--- src/hw/rtl/omni3_pkg.sv ---
// shared types and constants of the three-wheel omni pid drive
package omni3_pkg;

	localparam int WHEEL_COUNT = 3;
	localparam int WHEEL_W     = 2;
	localparam int PWM_BITS    = 14;
	localparam logic [PWM_BITS-1:0] PWM_MOD = '1;

	// register indexes of the configuration port
	localparam int CFG_IDX_W = 8;
	localparam logic [CFG_IDX_W-1:0] CFG_PROP_GAIN  = 8'd0;
	localparam logic [CFG_IDX_W-1:0] CFG_INTEG_GAIN = 8'd1;
	localparam logic [CFG_IDX_W-1:0] CFG_DERIV_GAIN = 8'd2;
	localparam logic [CFG_IDX_W-1:0] CFG_TOP_SPEED  = 8'd3;

	// width of the scaled drive magnitude handed to the divider
	localparam int QW = 40;

	typedef struct packed {
		logic signed [31:0] enc_pos_a;
		logic signed [31:0] enc_pos_b;
		logic signed [31:0] enc_pos_c;
		logic [7:0]         stick_x;
		logic [7:0]         stick_y;
		logic [7:0]         right_trigger;
		logic [7:0]         left_trigger;
	} tick_t;

	typedef struct packed {
		logic [PWM_BITS-1:0] fwd_a;
		logic [PWM_BITS-1:0] rev_a;
		logic [PWM_BITS-1:0] fwd_b;
		logic [PWM_BITS-1:0] rev_b;
		logic [PWM_BITS-1:0] fwd_c;
		logic [PWM_BITS-1:0] rev_c;
	} pwm_t;

	// one wheel's entry of the state memory
	typedef struct packed {
		logic [31:0]        pos;
		logic signed [31:0] integ;
		logic signed [23:0] perr;
	} st_entry_t;

	typedef struct packed {
		logic               rd;
		logic               wr;
		logic [WHEEL_W-1:0] addr;
		st_entry_t          wdata;
	} mem_req_t;

	typedef struct packed {
		logic          start;
		logic          neg;
		logic [QW-1:0] mag;
	} div_req_t;

	typedef struct packed {
		logic                done;
		logic [PWM_BITS-1:0] fwd;
		logic [PWM_BITS-1:0] rev;
	} div_rsp_t;

endpackage

--- src/hw/rtl/omni3_pwm_div.sv ---
// drive divide by fifteen, four bits a cycle, then fold modulo the pwm range
module omni3_pwm_div
	import omni3_pkg::*;
(
	input  logic     clk,
	input  logic     arst_n,
	input  div_req_t req,
	output div_rsp_t rsp
);

	localparam int NIB   = QW / 4;
	localparam int CNT_W = $clog2(NIB);
	localparam int NCH   = (QW + PWM_BITS - 1) / PWM_BITS;
	localparam int QXW   = NCH * PWM_BITS;
	localparam int SW    = PWM_BITS + 3;
	localparam logic [4:0] DIVISOR = 5'd15;

	typedef enum logic [2:0] {
		DV_IDLE = 3'b001,
		DV_RUN  = 3'b010,
		DV_FOLD = 3'b100
	} dv_state_t;

	dv_state_t           state_q;
	logic [CNT_W-1:0]    cnt_q;
	logic [QW-1:0]       dvd_q;
	logic [QW-1:0]       quo_q;
	logic [3:0]          rem_q;
	logic                neg_q;
	logic                done_q;
	logic [PWM_BITS-1:0] fwd_q;
	logic [PWM_BITS-1:0] rev_q;

	logic [3:0]          rem_nxt;
	logic [3:0]          qbits;
	logic [QXW-1:0]      quo_x;
	logic [SW-1:0]       fold1;
	logic [PWM_BITS:0]   fold2;
	logic [PWM_BITS-1:0] fold3;
	logic [PWM_BITS-1:0] modv;

	// four restoring steps on the narrow remainder
	always_comb begin
		logic [3:0] r;
		logic [4:0] t;
		r = rem_q;
		qbits = '0;
		for (int i = 3; i >= 0; i--) begin
			t = {r, dvd_q[QW-4+i]};
			if (t >= DIVISOR) begin
				r = 4'(t - DIVISOR);
				qbits[i] = 1'b1;
			end else begin
				r = t[3:0];
			end
		end
		rem_nxt = r;
	end

	// residue modulo 2^PWM_BITS-1 by summing digit chunks
	always_comb begin
		quo_x = QXW'(quo_q);
		fold1 = '0;
		for (int k = 0; k < NCH; k++) begin
			fold1 = fold1 + SW'(quo_x[k*PWM_BITS +: PWM_BITS]);
		end
		fold2 = (PWM_BITS+1)'(fold1[PWM_BITS-1:0]) + (PWM_BITS+1)'(fold1[SW-1:PWM_BITS]);
		fold3 = fold2[PWM_BITS-1:0] + PWM_BITS'(fold2[PWM_BITS]);
		modv  = (fold3 == PWM_MOD) ? '0 : fold3;
	end

	// sequencer
	always_ff @(posedge clk or negedge arst_n) begin
		if (!arst_n) begin
			state_q <= DV_IDLE;
			cnt_q   <= '0;
			done_q  <= 1'b0;
		end else begin
			done_q <= 1'b0;
			unique case (state_q)
				DV_IDLE: begin
					if (req.start) begin
						cnt_q   <= '0;
						state_q <= DV_RUN;
					end
				end
				DV_RUN: begin
					cnt_q <= cnt_q + 1'b1;
					if (cnt_q == CNT_W'(NIB - 1)) begin
						state_q <= DV_FOLD;
					end
				end
				DV_FOLD: begin
					done_q  <= 1'b1;
					state_q <= DV_IDLE;
				end
				default: state_q <= DV_IDLE;
			endcase
		end
	end

	// datapath
	always_ff @(posedge clk) begin
		if (state_q == DV_IDLE && req.start) begin
			dvd_q <= req.mag;
			quo_q <= '0;
			rem_q <= '0;
			neg_q <= req.neg;
		end else if (state_q == DV_RUN) begin
			dvd_q <= dvd_q << 4;
			quo_q <= {quo_q[QW-5:0], qbits};
			rem_q <= rem_nxt;
		end
		if (state_q == DV_FOLD) begin
			fwd_q <= neg_q ? '0 : modv;
			rev_q <= neg_q ? modv : '0;
		end
	end

	assign rsp.done = done_q;
	assign rsp.fwd  = fwd_q;
	assign rsp.rev  = rev_q;

endmodule

--- config.mk ---
export PLATFORM = sky130hd
export DESIGN_NAME = omni3_pwm_div
export DESIGN_NICKNAME = d
export VERILOG_FILES = /design/src/hw/rtl/omni3_pkg.sv /design/src/hw/rtl/omni3_pwm_div.sv
export SDC_FILE = /design/constraint.sdc
export NUM_CORES = 1
export LEC_CHECK = 0
export BUFFER_PORTS_ARGS = -buffer_cell sky130_fd_sc_hd__buf_4
export CORE_ASPECT_RATIO = 0.7
export CORE_MARGIN = 4
export CORE_UTILIZATION = 55
export DETAILED_ROUTE_END_ITERATION = 7
export MAX_ROUTING_LAYER = met4
export PLACE_DENSITY = 0.75
export SLEW_MARGIN = 15
export SYNTH_ARGS = -nofsm -noshare
export SYNTH_HDL_FRONTEND = slang
export SYNTH_SLANG_ARGS = --single-unit
--- constraint.sdc ---
create_clock -name clk -period 7.6 [get_ports clk]
set_input_delay 0.38 -clock clk [delete_from_list [all_inputs] [get_ports clk]]
set_output_delay 0.38 -clock clk [all_outputs]
set_load 0.01 [all_outputs]
==> flow_summary.yaml <==
run_status:
  status: "finished, final reports clean"
floorplan:
  dieArea_um2: 14180
  core_area_um2: 11890
  dieWidth_um: 140.6
  io_pins: 73
  num_rows: 33
  die_y_um: 100.9
  start_util_pct: 56.97
setup_path:
  critPathBufInv: 1
  r2r_cells: 25
  cp_num_cells: 25
  critPathMaxStageDelay_ns: 0.51
  slowest_stage: "fa_1"
  rr_startpoint: "quo_q[30]"
  crit_end: "fwd_q[3]"
  cp_top_family: "compound AO/OA/AOI/OAI gates"
  r2r_end: "fwd_q[3]"
  worst-endpoint-required_ns: 7.75
  path_common_cell: "ha_1"
  r2r_slack_ns: 0.74
  crit_arrival_ns: 7.01
  critPathMaxFanout: 23
  critical_path.startpoint: "quo_q[30]"
  worst_setup_path_end_kind: "flop"
  start_kind: "flop"
  worstSetupPathType: "flop to flop"
global_route:
  antenna_found_initial: 0
  grt.overflow.total: 0
  first_global_vias: 5222
  grt_max_degree: 44
  grt_use_total_pct: 24.87
  grt_pass1_wl_um: 26880
power_and_ir_drop:
  power.net_switching_uw: 944.4
  p_total_uw: 2628
  swShare_pct: 35.94
  irDropWorstVdd_mv: 0.2195
  power.density_nw_per_um2: 327.0
  p_clk_share_pct: 30.9
  p_leak_uw: 0.003370
  combPwrFrac_pct: 31.4
  internal_power_uw: 1683
  seqPwrFrac_pct: 37.7
sta:
  finalCritPeriodShare_pct: 90.26
  fmax_ghz: 0.1458
  rsz0062_at_grt: "no"
  slew_violations: 0
  tns_ns: 0
  relSlewSlack_pct: 46.09
  worst_pin_slew_ns: 0.8037
  hold_viol: 0
  finalClockSkew_ns: 0.009174
  setup_viol: 0
  finalCriticalPeriod_ns: 6.859
clocking:
  cts_hold_buf: 1
  cts.clk_slew.worst_paths_ns: 0.06
  insertion_delay_ns: 0.42
  cts.sinks: 121
  htreeDepth: 4
  postCtsSetupBuffers: 0
  ctsResizeCount: 0
  cts_tree: "done"
  numCtsBuffers: 17
  cts_root_buffer: "clkbuf_16"
  ctsLongestPathBuffers: 2
drt:
  wirelength_um: 16280
  vias: 5398
  drtIter0Drc: 430
  vias_per_cell: 5.899
  drcViolationCount: 0
  wl_per_cell_um: 17.79
  first_pass_iters: 5
  antenna_left: 0
flow_run:
  max_cap_violations: 0
synthesis:
  syn_area_um2: 6774
  yosysMostFrequentCell: "nand2_1"
  ys_top_cells_by_area: "edfxtp_1 31%, dfxtp_1 13%, nand2_1 9.0%, ha_1 4.6%, fa_1 4.1%"
  synth_top_area_cell: "edfxtp_1"
  synth_edf_count: 69
  synth_ff_type: "edfxtp_1"
  synthTopCellsByCount: "163 x nand2_1, 69 x edfxtp_1, 44 x dfxtp_1"
  syn-instance-count: 675
  syn_area_per_cell_um2: 10.04
  ys_seq_area_share_pct: 46.56
  synthArstFlopShare_pct: 6.612
  syn_nets: 758
  netlist-cell-type-count: 77
  yosysWarnings: 0
  synth_top_area_share_pct: 30.59
  ys_ff_latch: 121
cells_and_area:
  drive_gt1_share_pct: 17.94
  diodes: 0
  final_nets: 828
  areaGrowthSynthToFinish_pct: 18.64
placed_design:
  place.detailed.hpwl_um: 11650
  place.gp.congestion: 0.9521
  port_buffers: 72
worst_hold_path:
  hp-class: "input pin to flop"
  min_from: "req[40]"
## how the worst min path moves through the flow
stage                     endpoint  slack, ns  cells after the start
after floorplan           cnt_q[0]       0.08                      0
after CTS                    neg_q       0.13                      1
final                        neg_q       0.14                      1
after global routing         neg_q       0.12                      1
after detailed placement  cnt_q[0]       0.20                      1
after global placement    cnt_q[1]       0.20                      1
## area by class of cell
class	count	area [um2]
Fill cell	931	3855
Multi-Input combinational cell	507	3421
Sequential cell	121	3154
Timing Repair Buffer	81	610.6
Clock buffer	18	429.2
Tap cell	157	196.4
Clock inverter	14	161.4
Inverter	17	63.81
## power groups by stage
stage	sequential, uW	combinational [uW]	clock [uW]
after floorplan	972	622	0
after global placement	994	781	0
after detailed placement	1000	813	0
after CTS	991	817	821
after global routing	1010	933	857
final	991	825	812
## stage by stage
step	cell area (um2)	cells	hold slack, ns	worst slack (ns)	utilization (%)
after floorplan	6774	675	0.08441	1.552	-
after global placement	7436	882	0.2035	1.116	62.53
after detailed placement	7436	882	0.2012	0.8774	62.53
after CTS	8036	915	0.1286	0.7966	67.58
after global routing	8036	915	0.1240	0.2827	67.58
final	8036	915	0.1408	0.7406	67.58
## layout by cell type, fill, tap and decap left out, types with 5 or more instances in the layout
| master | synthesis | routed |
|---|---|---|
| edfxtp_1 | 69 | 69 |
| o21ai_0 | 25 | 25 |
| nor3_1 | 5 | 5 |
| nand3_1 | 15 | 15 |
| dfrtp_1 | 7 | 7 |
| a311oi_1 | 7 | 7 |
| ha_1 | 25 | 25 |
| inv_1 | 16 | 15 |
| a211oi_1 | 9 | 9 |
| clkbuf_16 | 0 | 17 |
| dfxtp_1 | 44 | 44 |
| inv_6 | 0 | 6 |
| nor2_1 | 19 | 18 |
| nand4_1 | 5 | 5 |
| xnor2_1 | 14 | 14 |
| o21a_1 | 5 | 5 |
| mux2i_1 | 5 | 5 |
| a21oi_1 | 32 | 32 |
| and2_1 | 10 | 10 |
| nand2_1 | 163 | 163 |
| a22o_1 | 31 | 31 |
| o211ai_1 | 8 | 8 |
| xor2_1 | 7 | 7 |
| nor2b_1 | 9 | 9 |
| nand2b_1 | 6 | 6 |
| buf_4 | 3 | 80 |
| a21o_1 | 8 | 8 |
| fa_1 | 14 | 14 |
## routing by layer
metal	share of wire (%)	wire (um)	vias up	global-route usage [%]
met2	44	7099	166	35.59
met3	7.0	1143	18	7.824
met5	0	0	-	-
li1	-	-	2607	-
met4	1.1	184	0	6.180
met1	48	7855	2607	34.67
## logic make-up after synthesis
| kind of cell | after synthesis | share of synthesized area, % |
|---|---|---|
| buf+inv | 47 | 3.048 |
| fa+ha+maj | 39 | 8.755 |
| simple gates | 266 | 18.23 |
| flops | 121 | 46.56 |
| compound gates | 172 | 18.86 |
| xor+xnor | 24 | 3.639 |
| mux | 6 | 0.9051 |
## sequential cells by signal, indices dropped and copies added (netlist names)
register	flops
rev_q	14
quo_q	40
state_q	3
rem_q	4
neg_q	1
dvd_q	40
fwd_q	14
cnt_q	4
done_q	1
## worst reg2reg max path: cells and delay by family (launching register included)
family                   cells  cell delay, ns
adder cells (fa/ha/maj)      5            1.42
AND/OR/NAND/NOR              8            1.89
XOR/XNOR                     1            0.15
AO/OA/AOI/OAI               10            2.38
flip-flops                   1            0.45
buffers and inverters        1            0.29
(Power assumes the default switching activity.)
