===== config.mk =====
export PLATFORM = sky130hd
export DESIGN_NAME = omni3_state_mem
export DESIGN_NICKNAME = d
export VERILOG_FILES = /design/src/hw/rtl/omni3_pkg.sv /design/src/hw/rtl/omni3_state_mem.sv
export SDC_FILE = /design/constraint.sdc
export NUM_CORES = 1
export LEC_CHECK = 0
export BUFFER_PORTS_ARGS = -buffer_cell sky130_fd_sc_hd__buf_2
export CORE_ASPECT_RATIO = 0.7
export CORE_UTILIZATION = 30
export CTS_CLUSTER_DIAMETER = 150
export DETAILED_ROUTE_END_ITERATION = 12
export RECOVER_POWER = 50
export SKIP_CTS_REPAIR_TIMING = 1
export SLEW_MARGIN = 20
export SYNTH_ARGS = -nofsm -noshare
export SYNTH_HDL_FRONTEND = slang
export SYNTH_SLANG_ARGS = --single-unit

===== constraint.sdc =====
create_clock -name clk -period 1.8 [get_ports clk]
set_clock_uncertainty 0.2 [all_clocks]
set_input_delay 0.09 -clock clk [delete_from_list [all_inputs] [get_ports clk]]
set_output_delay 0.09 -clock clk [all_outputs]
set_load 0.01 [all_outputs]

===== src/hw/rtl/omni3_pkg.sv =====
// shared types and constants of the three-wheel omni pid drive
package omni3_pkg;

	localparam int WHEEL_COUNT = 3;
	localparam int WHEEL_W     = 2;
	localparam int PWM_BITS    = 14;
	localparam logic [PWM_BITS-1:0] PWM_MOD = '1;

	// register indexes of the configuration port
	localparam int CFG_IDX_W = 8;
	localparam logic [CFG_IDX_W-1:0] CFG_PROP_GAIN  = 8'd0;
	localparam logic [CFG_IDX_W-1:0] CFG_INTEG_GAIN = 8'd1;
	localparam logic [CFG_IDX_W-1:0] CFG_DERIV_GAIN = 8'd2;
	localparam logic [CFG_IDX_W-1:0] CFG_TOP_SPEED  = 8'd3;

	// width of the scaled drive magnitude handed to the divider
	localparam int QW = 40;

	typedef struct packed {
		logic signed [31:0] enc_pos_a;
		logic signed [31:0] enc_pos_b;
		logic signed [31:0] enc_pos_c;
		logic [7:0]         stick_x;
		logic [7:0]         stick_y;
		logic [7:0]         right_trigger;
		logic [7:0]         left_trigger;
	} tick_t;

	typedef struct packed {
		logic [PWM_BITS-1:0] fwd_a;
		logic [PWM_BITS-1:0] rev_a;
		logic [PWM_BITS-1:0] fwd_b;
		logic [PWM_BITS-1:0] rev_b;
		logic [PWM_BITS-1:0] fwd_c;
		logic [PWM_BITS-1:0] rev_c;
	} pwm_t;

	// one wheel's entry of the state memory
	typedef struct packed {
		logic [31:0]        pos;
		logic signed [31:0] integ;
		logic signed [23:0] perr;
	} st_entry_t;

	typedef struct packed {
		logic               rd;
		logic               wr;
		logic [WHEEL_W-1:0] addr;
		st_entry_t          wdata;
	} mem_req_t;

	typedef struct packed {
		logic          start;
		logic          neg;
		logic [QW-1:0] mag;
	} div_req_t;

	typedef struct packed {
		logic                done;
		logic [PWM_BITS-1:0] fwd;
		logic [PWM_BITS-1:0] rev;
	} div_rsp_t;

endpackage


===== src/hw/rtl/omni3_state_mem.sv =====
// per-wheel state memory with registered read
module omni3_state_mem
	import omni3_pkg::*;
(
	input  logic      clk,
	input  logic      arst_n,
	input  mem_req_t  req,
	output st_entry_t rdata
);

	st_entry_t              mem_q [WHEEL_COUNT];
	logic [WHEEL_COUNT-1:0] valid_q;
	st_entry_t              rdata_q;

	// valid bits, an unwritten entry reads as zero
	always_ff @(posedge clk or negedge arst_n) begin
		if (!arst_n) begin
			valid_q <= '0;
		end else if (req.wr) begin
			valid_q[req.addr] <= 1'b1;
		end
	end

	// storage and registered read port
	always_ff @(posedge clk) begin
		if (req.wr) begin
			mem_q[req.addr] <= req.wdata;
		end
		if (req.rd) begin
			rdata_q <= valid_q[req.addr] ? mem_q[req.addr] : '0;
		end
	end

	assign rdata = rdata_q;

endmodule


==> metrics.csv, run 1 <==
metric;value;unit
status;completed;
area leader, netlist;edfxtp_1;
reg-to-reg slack, setup;0.19;ns
initial antenna violation count;3;
depth of the CTS H-tree;2;
critical path depth;3;
Yosys reg bits;355;
first-pass GRT wire length;41400;um
vias per cell;4.34;
total nets after synthesis;850;
max-cap violations;0;
P per Cell Area;1100;mW/mm2
beginning of the worst register-to-register path;valid_q[2];
power after layout;18.4;mW
clock-pin slew on the worst setup and hold paths;0.06;ns
Num CTS Buffers;37;
FMAX;621;MHz
Area Overhead vs Synth;28.4;%
WL/cell;17.2;um
placer congestion estimate;0.721;
unrepaired setup endpoints after global routing;no;
Final Util;39.4;%
antenna-violating nets left;0;
Detailed Routing Iterations Pass 1;4;
clock buffer depth;3;
Initial Utilization;30.7;%
Syn Inst Count;756;
endpoints failing hold;0;
cell area after technology mapping;0.0131;mm2
clock sinks;355;
Die Y-Extent;177;um
total global-route track usage;12.5;%
Setup crit end;rdata[61];
Std-Cell Rows;63;
CP top delay family;buffers and inverters;
worst endpoint data arrival time;1.55;ns
syn_area_per_cell;17.3;um2
Slew HR;34.3;%
vias in the first global route;6894;
Final setup viols;0;
DRT iter0 DRCs;382;
crit-path cells;dlygate4sd3_1 > clkbuf_4 > clkbuf_4;
Slew @ Worst Pin;0.986;ns
slowest CP cell;clkbuf_4;
Total Wirelength;28700;um
CTS tree;yes;
Tightest Hold Check Type;input port to register;
fill cell count;4003;
register area share after synthesis;81.2;%
worst path bufs/invs;3;
CP Launch Point;req[91];
crit path launch type;input port;
vias after detailed routing;7237;
synth top area cells;edfxtp_1 (81%), mux2_2 (7.6%), nand2_1 (5.0%), a21oi_1 (2.6%), a21oi_2 (1.3%);
Clock Tree Root;clkbuf_16;
share of the synthesized area in the top cell type;80.6;%
Netlist cell types;18;
min Tclk post-route;1.61;ns
kind of critical path;input port to register;
nets@finish;1146;
clock latency on the worst-skew pair;0.53;ns
DRC;0;
yosys synthesis warning count;0;
WHS;0.0583;ns
CP Max Fanout;53;
layout cells sized above 1;22.5;%
CP required;1.74;ns
PortBufs;181;
critical path's most frequent cell;clkbuf_4;
Crit. End Element;register;
largest net degree at the start of global routing;54;
core region area;0.0427;mm2
Ports;182;
CP peak stage delay;0.72;ns
FF-to-FF path depth;4;
Die W;252;um
die area;0.0445;mm2
Peak VDD IR;0.000554;V
Slew Viols, Final;0;
static leakage;5.73;nW
crit share post-route;89.4;%
DP HPWL;16700;um
total gr overflow;0;
reg-to-reg endpoint;rdata[9];
==> worst register-to-register path, delay by kind of cell (launching register included) <==
family / cells / cell delay (ns)
DFF: 1 / 0.38
muxes: 1 / 0.18
AOI/OAI and AO/OA: 2 / 0.33
buffers and inverters: 1 / 0.26
==> worst min-delay path by stage <==
stage / startpoint / endpoint / slack, ns / cells past startpoint
finish: req[88] / mem_q[0][18] / 0.06 / 3
floorplan: arst_n / valid_q[0] / -0.41 / 0
CTS: arst_n / valid_q[0] / -0.87 / 1
global route: req[88] / mem_q[0][31] / 0.07 / 3
detailed placement: arst_n / valid_q[2] / -0.30 / 1
global placement: arst_n / valid_q[2] / -0.30 / 1
==> cell families after synthesis <==
logic type             count (synthesis)  share of synthesized area [%]
muxes                                 89                           7.64
and+or+nand+nor                      183                           5.40
AOI/OAI and AO/OA                     89                           3.99
DFF                                  355                           81.2
buffers and inverters                 40                           1.75
==> cell usage after synthesis <==
master      n
edfxtp_1  352
nand2_1   176
mux2_2     88
a21oi_1    68
a21oi_2    20
buf_2      12
buf_4       9
clkbuf_1    8
buf_1       6
buf_6       4
dfrtp_1     3
or2_2       3
nor3b_1     2
and3_1      1
inv_2       1
mux2i_1     1
nand3b_1    1
o21a_1      1
==> power by group <==
| part | leakage [nW] | total, mW | internal, mW | switching, mW |
|---|---|---|---|---|
| Sequential | 3.35 | 9.75 | 9.62 | 0.124 |
| Clock | 0.567 | 7.35 | 4.23 | 3.12 |
| Combinational | 1.82 | 1.33 | 0.567 | 0.763 |
| Total | 5.73 | 18.4 | 14.4 | 4.00 |
==> metal layers <==
layer | wire length, um | share of wire (%) | track usage [%] | vias to the layer above
met2 | 13900 | 48 | 20.5 | 181
met3 | 1570 | 5.5 | 3.46 | 38
met5 | 13 | 0.045 | 0 | -
met4 | 428 | 1.5 | 3.41 | 2
li1 | - | - | - | 3412
met1 | 12800 | 45 | 16.3 | 3604
==> per-stage QoR <==
stage / cells / TNS [ns] / setup slack [ns] / cell area, um2
after floorplan: 756 / -284.25 / -1.44 / 13100
after global placement: 1506 / 0 / 0.206 / 14900
after detailed placement: 1506 / 0 / 0.190 / 14900
after CTS: 1573 / 0 / 0.173 / 16100
after global routing: 1666 / 0 / 0.103 / 16800
final: 1667 / 0 / 0.190 / 16800
==> layout by cell type (no fill, tap or decap), types with 3 or more instances in the layout <==
| cell | n |
|---|---|
| clkinv_1 | 9 |
| clkbuf_1 | 135 |
| a21oi_1 | 68 |
| clkinvlp_4 | 4 |
| buf_12 | 13 |
| buf_2 | 46 |
| mux2_2 | 88 |
| dlygate4sd3_1 | 92 |
| clkbuf_16 | 39 |
| clkinv_2 | 9 |
| a21oi_2 | 20 |
| or2_2 | 3 |
| buf_4 | 10 |
| dfrtp_1 | 3 |
| edfxtp_1 | 352 |
| nand2_1 | 176 |
==> cell type report <==
class / instances / area, um2 / area share [%]
Multi-Input combinational cell: 361 / 2270 / 13.5
Clock inverter: 25 / 178 / 1.06
Sequential cell: 355 / 10600 / 63.3
Inverter: 1 / 6.26 / 0.0372
Antenna cell: 2 / 5.00 / 0.0298
Clock buffer: 42 / 987 / 5.87
Timing Repair Buffer: 296 / 2000 / 11.9
Tap cell: 585 / 732 / 4.35
==> flip-flops by register name, indices dropped and copies added, names as in the netlist <==
signal	cells
valid_q	3
rdata	88
mem_q	264
Note: power is estimated with default switching activity, not from simulation.
==> run 2, diff against run 1 <==
--- a/config.mk
+++ b/config.mk
@@ -8,8 +8,10 @@
 export BUFFER_PORTS_ARGS = -buffer_cell sky130_fd_sc_hd__buf_2
 export CORE_ASPECT_RATIO = 0.7
 export CORE_UTILIZATION = 30
+export CTS_BUF_LIST = sky130_fd_sc_hd__clkbuf_4 sky130_fd_sc_hd__clkbuf_8
 export CTS_CLUSTER_DIAMETER = 150
 export DETAILED_ROUTE_END_ITERATION = 12
+export HOLD_SLACK_MARGIN = 0.08
 export RECOVER_POWER = 50
 export SKIP_CTS_REPAIR_TIMING = 1
 export SLEW_MARGIN = 20
==> run 2 against run 1 <==
Against the previous run:
- the flow now finishes with violations (setup timing)
- sequential cell count unchanged
- hold slack better by 0.061 ns
- setup slack worse by 0.21 ns
- sequential power about the same
- total power down 1.4%
- global-route usage up 0.21 points
- non-clock buffer count up 90
- utilization up 2.3 points
- sequential share of layout area down 3.5 points
- count of clock-buffer cells in the layout up 26
- largest power group unchanged
==> metrics.csv, run 2 (synthesis gave the netlist of run 1 again) <==
metric;value;unit;change
status;finished, violations left;;
violated checks;setup timing;;
depth of the CTS H-tree;2;;unchanged
antenna-violating nets left;0;;unchanged
beginning of the worst register-to-register path;valid_q[2];;
vias in the first global route;7143;;+3.6%
max-cap violations;0;;unchanged
core region area;0.0427;mm2;unchanged
Final setup viols;2;;+2
layout cells sized above 1;33.0;%;+11 points
Die W;252;um;unchanged
Ports;182;;unchanged
Total Wirelength;30300;um;+5.5%
Std-Cell Rows;63;;unchanged
Die Y-Extent;177;um;unchanged
first-pass GRT wire length;42200;um;+2.0%
critical path depth;4;;+1
WL/cell;16.9;um;-1.6%
nets@finish;1255;;+9.5%
Largest register FFs;264;;unchanged
CP Launch Point;req[55];;
combinational group share of total power;8.4;%;+1.2 points
Clock Tree Root;clkbuf_8;;
Internal;14.1;mW;-2.2%
placer congestion estimate;0.721;;unchanged
Setup Total Neg Slack;-0.0367;ns;-0.0367 ns
endpoints failing hold;0;;unchanged
Detailed Routing Iterations Pass 1;4;;unchanged
crit share post-route;101;%;+12 points
CP peak stage delay;0.60;ns;-0.12 ns
DRC;0;;unchanged
slowest CP cell;dlygate4sd3_1;;
Area Overhead vs Synth;35.9;%;
clock buffer depth;3;;unchanged
clock latency on the worst-skew pair;0.60;ns;+0.07 ns
Slew HR;33.0;%;-1.3 points
crit-path cells;dlygate4sd3_1 > dlygate4sd3_1 > clkbuf_1 > dlygate4sd3_1;;
CP top delay family;buffers and inverters;;
WHS;0.119;ns;+0.0606 ns
vias after detailed routing;7720;;+6.7%
Peak VDD IR;0.000564;V;+1.7%
Final WS setup;-0.0184;ns;-0.208 ns
kind of critical path;input port to register;;
die area;0.0445;mm2;unchanged
sw frac;22.4;%;+0.65 points
DRT iter0 DRCs;459;;+20%
most frequent cells in the layout;edfxtp_1 (352), dlygate4sd3_1 (182), nand2_1 (176);;
critical path's most frequent cell;dlygate4sd3_1;;
Slew @ Worst Pin;1.00;ns;+0.0188 ns
worst endpoint data arrival time;1.94;ns;+0.39 ns
clock-pin slew on the worst setup and hold paths;0.06;ns;about the same
CP required;1.92;ns;+0.18 ns
static leakage;6.47;nW;+13%
largest net degree at the start of global routing;54;;unchanged
clock sinks;355;;unchanged
CTS tree;yes;;
commonest non-fill, non-tap cell in the layout;edfxtp_1;;
unrepaired setup endpoints after global routing;no;;
Worst Hold Launch;req[8];;
FMAX;550;MHz;-11%
initial antenna violation count;2;;-1
Initial Utilization;30.7;%;unchanged
DP HPWL;16700;um;unchanged
worst path bufs/invs;4;;+1
Num CTS Buffers;56;;+51%
Hold Path Cell Cnt;2;;-1
Flop pwr share;53.6;%;+0.7 points
FF-to-FF path depth;4;;unchanged
total gr overflow;0;;unchanged
crit path launch type;input port;;
Top reg by flops;mem_q;;
total global-route track usage;12.7;%;+0.21 points
P per Cell Area;1020;mW/mm2;-6.8%
CP Max Fanout;2;;-96%
Crit. End Element;register;;
Tightest Hold Check Type;input port to register;;
Slew Viols, Final;0;;unchanged
PortBufs;181;;unchanged
vias per cell;4.32;;-0.54%
Clk network pwr share;37.9;%;-2.0 points
min Tclk post-route;1.82;ns;+0.208 ns
sw power;4.07;mW;+1.6%
## run 2: changes by cell type in the layout (fill, tap and decap cells not counted), sizes merged
cell,previous run,this run
clkbuf,177,77
buf,69,195
diode,2,1
inv,2,1
bufinv,2,4
clkinv,18,23
dlygate4sd3,92,182
## run 2: layout make-up
cell class,count,area [um2]
Antenna cell,1,2.50
Clock buffer,68,867
Clock inverter,31,246
Fill cell,3906,24900
Inverter,1,6.26
Multi-Input combinational cell,361,2260
Sequential cell,355,10600
Tap cell,585,732
Timing Repair Buffer,386,3050
## run 2: power by group through the flow
| stage | Sequential, mW | Combinational (mW) | Clock (mW) |
|---|---|---|---|
| 2_1_floorplan | 9.98 | 0.556 | 0 |
| 5_1_grt | 9.78 | 1.67 | 7.49 |
| 6_report | 9.75 | 1.53 | 6.90 |
| 4_1_cts | 9.75 | 1.25 | 7.14 |
| 3_5_place_dp | 9.92 | 1.24 | 0 |
| 3_3_place_gp | 9.91 | 1.23 | 0 |
## run 2: path summary, 6_finish.rpt
path	endpoint	slack, ns
worst min-delay path	mem_q[0][8]	0.12
worst max register to register	rdata[9]	0.19
worst min register to register	valid_q[0]	0.26
min in group asynchronous	valid_q[0]	0.23
max in group asynchronous	valid_q[2]	1.02
worst max-delay path	mem_q[0][55]	-0.02
## run 2: layer usage
layer	GRT usage, %	routed length [um]
met1	16.2	13500
met2	20.6	14600
met3	3.99	1560
met4	4.02	546
met5	0	13
## run 2: worst register-to-register path, stage by stage (launching register included)
cell and delay [ns]:
dfrtp_1 0.38, mux2i_1 0.17, o21a_4 0.21, buf_12 0.26, a21oi_1 0.12
## run 2: through the flow
stage | area [um2] | worst slack [ns] | cells | total power [mW] | utilization [%]
finish | 17800 | -0.0184 | 1788 | 18.2 | 41.7
global placement | 14900 | 0.206 | 1506 | 11.1 | 34.9
floorplan | 13100 | -1.44 | 756 | 10.5 | -
CTS | 16000 | 0.176 | 1605 | 18.1 | 37.5
detailed placement | 14900 | 0.190 | 1506 | 11.2 | 34.9
global route | 17800 | 0.00721 | 1787 | 18.9 | 41.7
==> run 3, diff against run 2 <==
--- a/config.mk
+++ b/config.mk
@@ -6,12 +6,15 @@
 export NUM_CORES = 1
 export LEC_CHECK = 0
 export BUFFER_PORTS_ARGS = -buffer_cell sky130_fd_sc_hd__buf_2
+export CELL_PAD_IN_SITES_DETAIL_PLACEMENT = 0
+export CELL_PAD_IN_SITES_GLOBAL_PLACEMENT = 1
 export CORE_ASPECT_RATIO = 0.7
 export CORE_UTILIZATION = 30
 export CTS_BUF_LIST = sky130_fd_sc_hd__clkbuf_4 sky130_fd_sc_hd__clkbuf_8
 export CTS_CLUSTER_DIAMETER = 150
 export DETAILED_ROUTE_END_ITERATION = 12
 export HOLD_SLACK_MARGIN = 0.08
+export PLACE_DENSITY_LB_ADDON = 0.1
 export RECOVER_POWER = 50
 export SKIP_CTS_REPAIR_TIMING = 1
 export SLEW_MARGIN = 20
==> run 3 against run 2 <==
Against the previous run:
- the run now ends clean
- register-to-register slack got worse by 0.06 ns
- sequential share of layout area fell by 0.33 points
- critical path depth did not move
- non-clock buffer count rose by 7
- final cell count rose by 0.50%
- total power rose by 0.29%
- final area rose by 0.55%
- critical endpoint is now mem_q[0][59]
==> metrics.csv, run 3 (synthesis gave the netlist of run 1 again) <==
metric;value;unit;change
status;completed;;
clock latency on the worst-skew pair;0.60;ns;about the same
DP HPWL;17600;um;+5.9%
WL/cell;17.4;um;+2.9%
Detailed Routing Iterations Pass 1;4;;unchanged
sw power;4.03;mW;-0.82%
Setup Total Neg Slack;0;ns;+0.0367 ns
Largest register FFs;264;;unchanged
Num CTS Buffers;56;;unchanged
Clock Tree Root;clkbuf_8;;
commonest non-fill, non-tap cell in the layout;edfxtp_1;;
fill cell count;4017;;+2.8%
Die W;252;um;unchanged
met3 wire len;1360;um;-13%
met2 routed WL;14400;um;-1.6%
clock buffer depth;3;;unchanged
crit share post-route;95.0;%;-6.1 points
kind of critical path;input port to register;;
vias per cell;4.23;;-2.0%
dpl cell area;0.0150;mm2;+0.65%
antenna-violating nets left;0;;unchanged
PortBufs;181;;unchanged
Internal;14.2;mW;+0.61%
static leakage;6.54;nW;+1.1%
min Tclk post-route;1.71;ns;-0.109 ns
crit path launch type;input port;;
core region area;0.0427;mm2;unchanged
FMAX;585;MHz;+6.4%
P per Cell Area;1020;mW/mm2;-0.25%
worst endpoint data arrival time;1.73;ns;-0.21 ns
sw frac;22.1;%;-0.25 points
Std-Cell Rows;63;;unchanged
Crit. End Element;register;;
clock sinks;355;;unchanged
Die Y-Extent;177;um;unchanged
CP Max Fanout;35;;+33
DRT iter0 DRCs;362;;-21%
Top reg by flops;mem_q;;
most frequent cells in the layout;edfxtp_1 (352), dlygate4sd3_1 (181), nand2_1 (176);;
unrepaired setup endpoints after global routing;no;;
Peak VDD IR;0.000526;V;-6.6%
post-route cell area;0.0179;mm2;+0.55%
vias after detailed routing;7600;;-1.6%
Layout Cells excl Fill;1797;;+0.50%
clock-pin slew on the worst setup and hold paths;0.06;ns;about the same
placer congestion estimate;0.665;;-7.7%
max-cap violations;0;;unchanged
largest net degree at the start of global routing;55;;+1.9%
Flop pwr share;53.4;%;-0.2 points
vias in the first global route;7218;;+1.0%
depth of the CTS H-tree;2;;unchanged
Total Wirelength;31300;um;+3.4%
Ports;182;;unchanged
Slew @ Worst Pin;0.890;ns;-0.114 ns
Clk network pwr share;38.0;%;about the same
Tightest Hold Check Type;input port to register;;
first-pass GRT wire length;45200;um;+6.9%
multi-input combinational cell area;0.00226;mm2;-0.22%
area occupied by registers;0.0106;mm2;unchanged
Max Used Layer;met4;;
total global-route track usage;13.7;%;+1.0 points
Slew HR;40.7;%;+7.6 points
total gr overflow;0;;unchanged
initial antenna violation count;1;;-1
endpoints failing hold;0;;unchanged
Slew Viols, Final;0;;unchanged
DRC;0;;unchanged
layout cells sized above 1;34.0;%;+0.99 points
CTS tree;yes;;
placed cell count;1514;;+0.53%
met1 wire length;14900;um;+10%
Area Overhead vs Synth;36.6;%;
CP required;1.82;ns;-0.10 ns
Final setup viols;0;;-2
Initial Utilization;30.7;%;unchanged
WHS;0.202;ns;+0.0829 ns
die area;0.0445;mm2;unchanged
combinational group share of total power;8.6;%;+0.2 points
nets@finish;1262;;+0.56%
==> run 3: layout make-up <==
| class | count | share of cell area [%] |
|---|---|---|
| Sequential cell | 355 | 59.5 |
| Timing Repair Buffer | 393 | 17.5 |
| Multi-Input combinational cell | 361 | 12.6 |
| Clock buffer | 91 | 5.88 |
| Tap cell | 585 | 4.09 |
| Clock inverter | 10 | 0.412 |
| Inverter | 1 | 0.0280 |
| Antenna cell | 1 | 0.0140 |
==> run 3: final timing paths <==
| check | startpoint | endpoint | slack, ns | depth (start not counted) |
|---|---|---|---|---|
| worst min-delay path | req[50] | mem_q[0][50] | 0.20 | 2 |
| worst max-delay path | req[88] | mem_q[0][59] | 0.09 | 4 |
| max in group asynchronous | arst_n | valid_q[2] | 1.04 | 3 |
| worst max register to register | valid_q[2] | rdata[8] | 0.13 | 5 |
| worst min register to register | valid_q[1] | valid_q[1] | 0.27 | 1 |
| min in group asynchronous | arst_n | valid_q[1] | 0.21 | 3 |
==> run 3: routing by layer <==
metal | GRT usage, % | up-vias
met1 | 18.9 | 3741
met3 | 3.28 | 55
met5 | 0 | -
met4 | 4.22 | 0
met2 | 21.5 | 160
li1 | - | 3644
==> run 3: per-stage QoR <==
stage                     utilization (%)  worst slack [ns]  power (mW)
after global placement               35.1             0.137        11.2
after floorplan                         -             -1.44        10.5
after detailed placement             35.1             0.130        11.2
after global routing                 41.9            0.0412        19.0
after CTS                            37.8             0.111        18.2
final                                41.9            0.0909        18.2
==> run 3: critical path, cell delays in order <==
cell	delay, ns
dlygate4sd3_1	0.54
buf_4	0.22
nor3b_2	0.28
clkbuf_4	0.57
==> run 3: power groups by stage <==
stage | clock network, mW | registers [mW] | logic, mW
finish | 6.92 | 9.74 | 1.56
detailed placement | 0 | 9.92 | 1.31
global route | 7.52 | 9.78 | 1.72
CTS | 7.18 | 9.75 | 1.31
global placement | 0 | 9.92 | 1.31
floorplan | 0 | 9.98 | 0.556
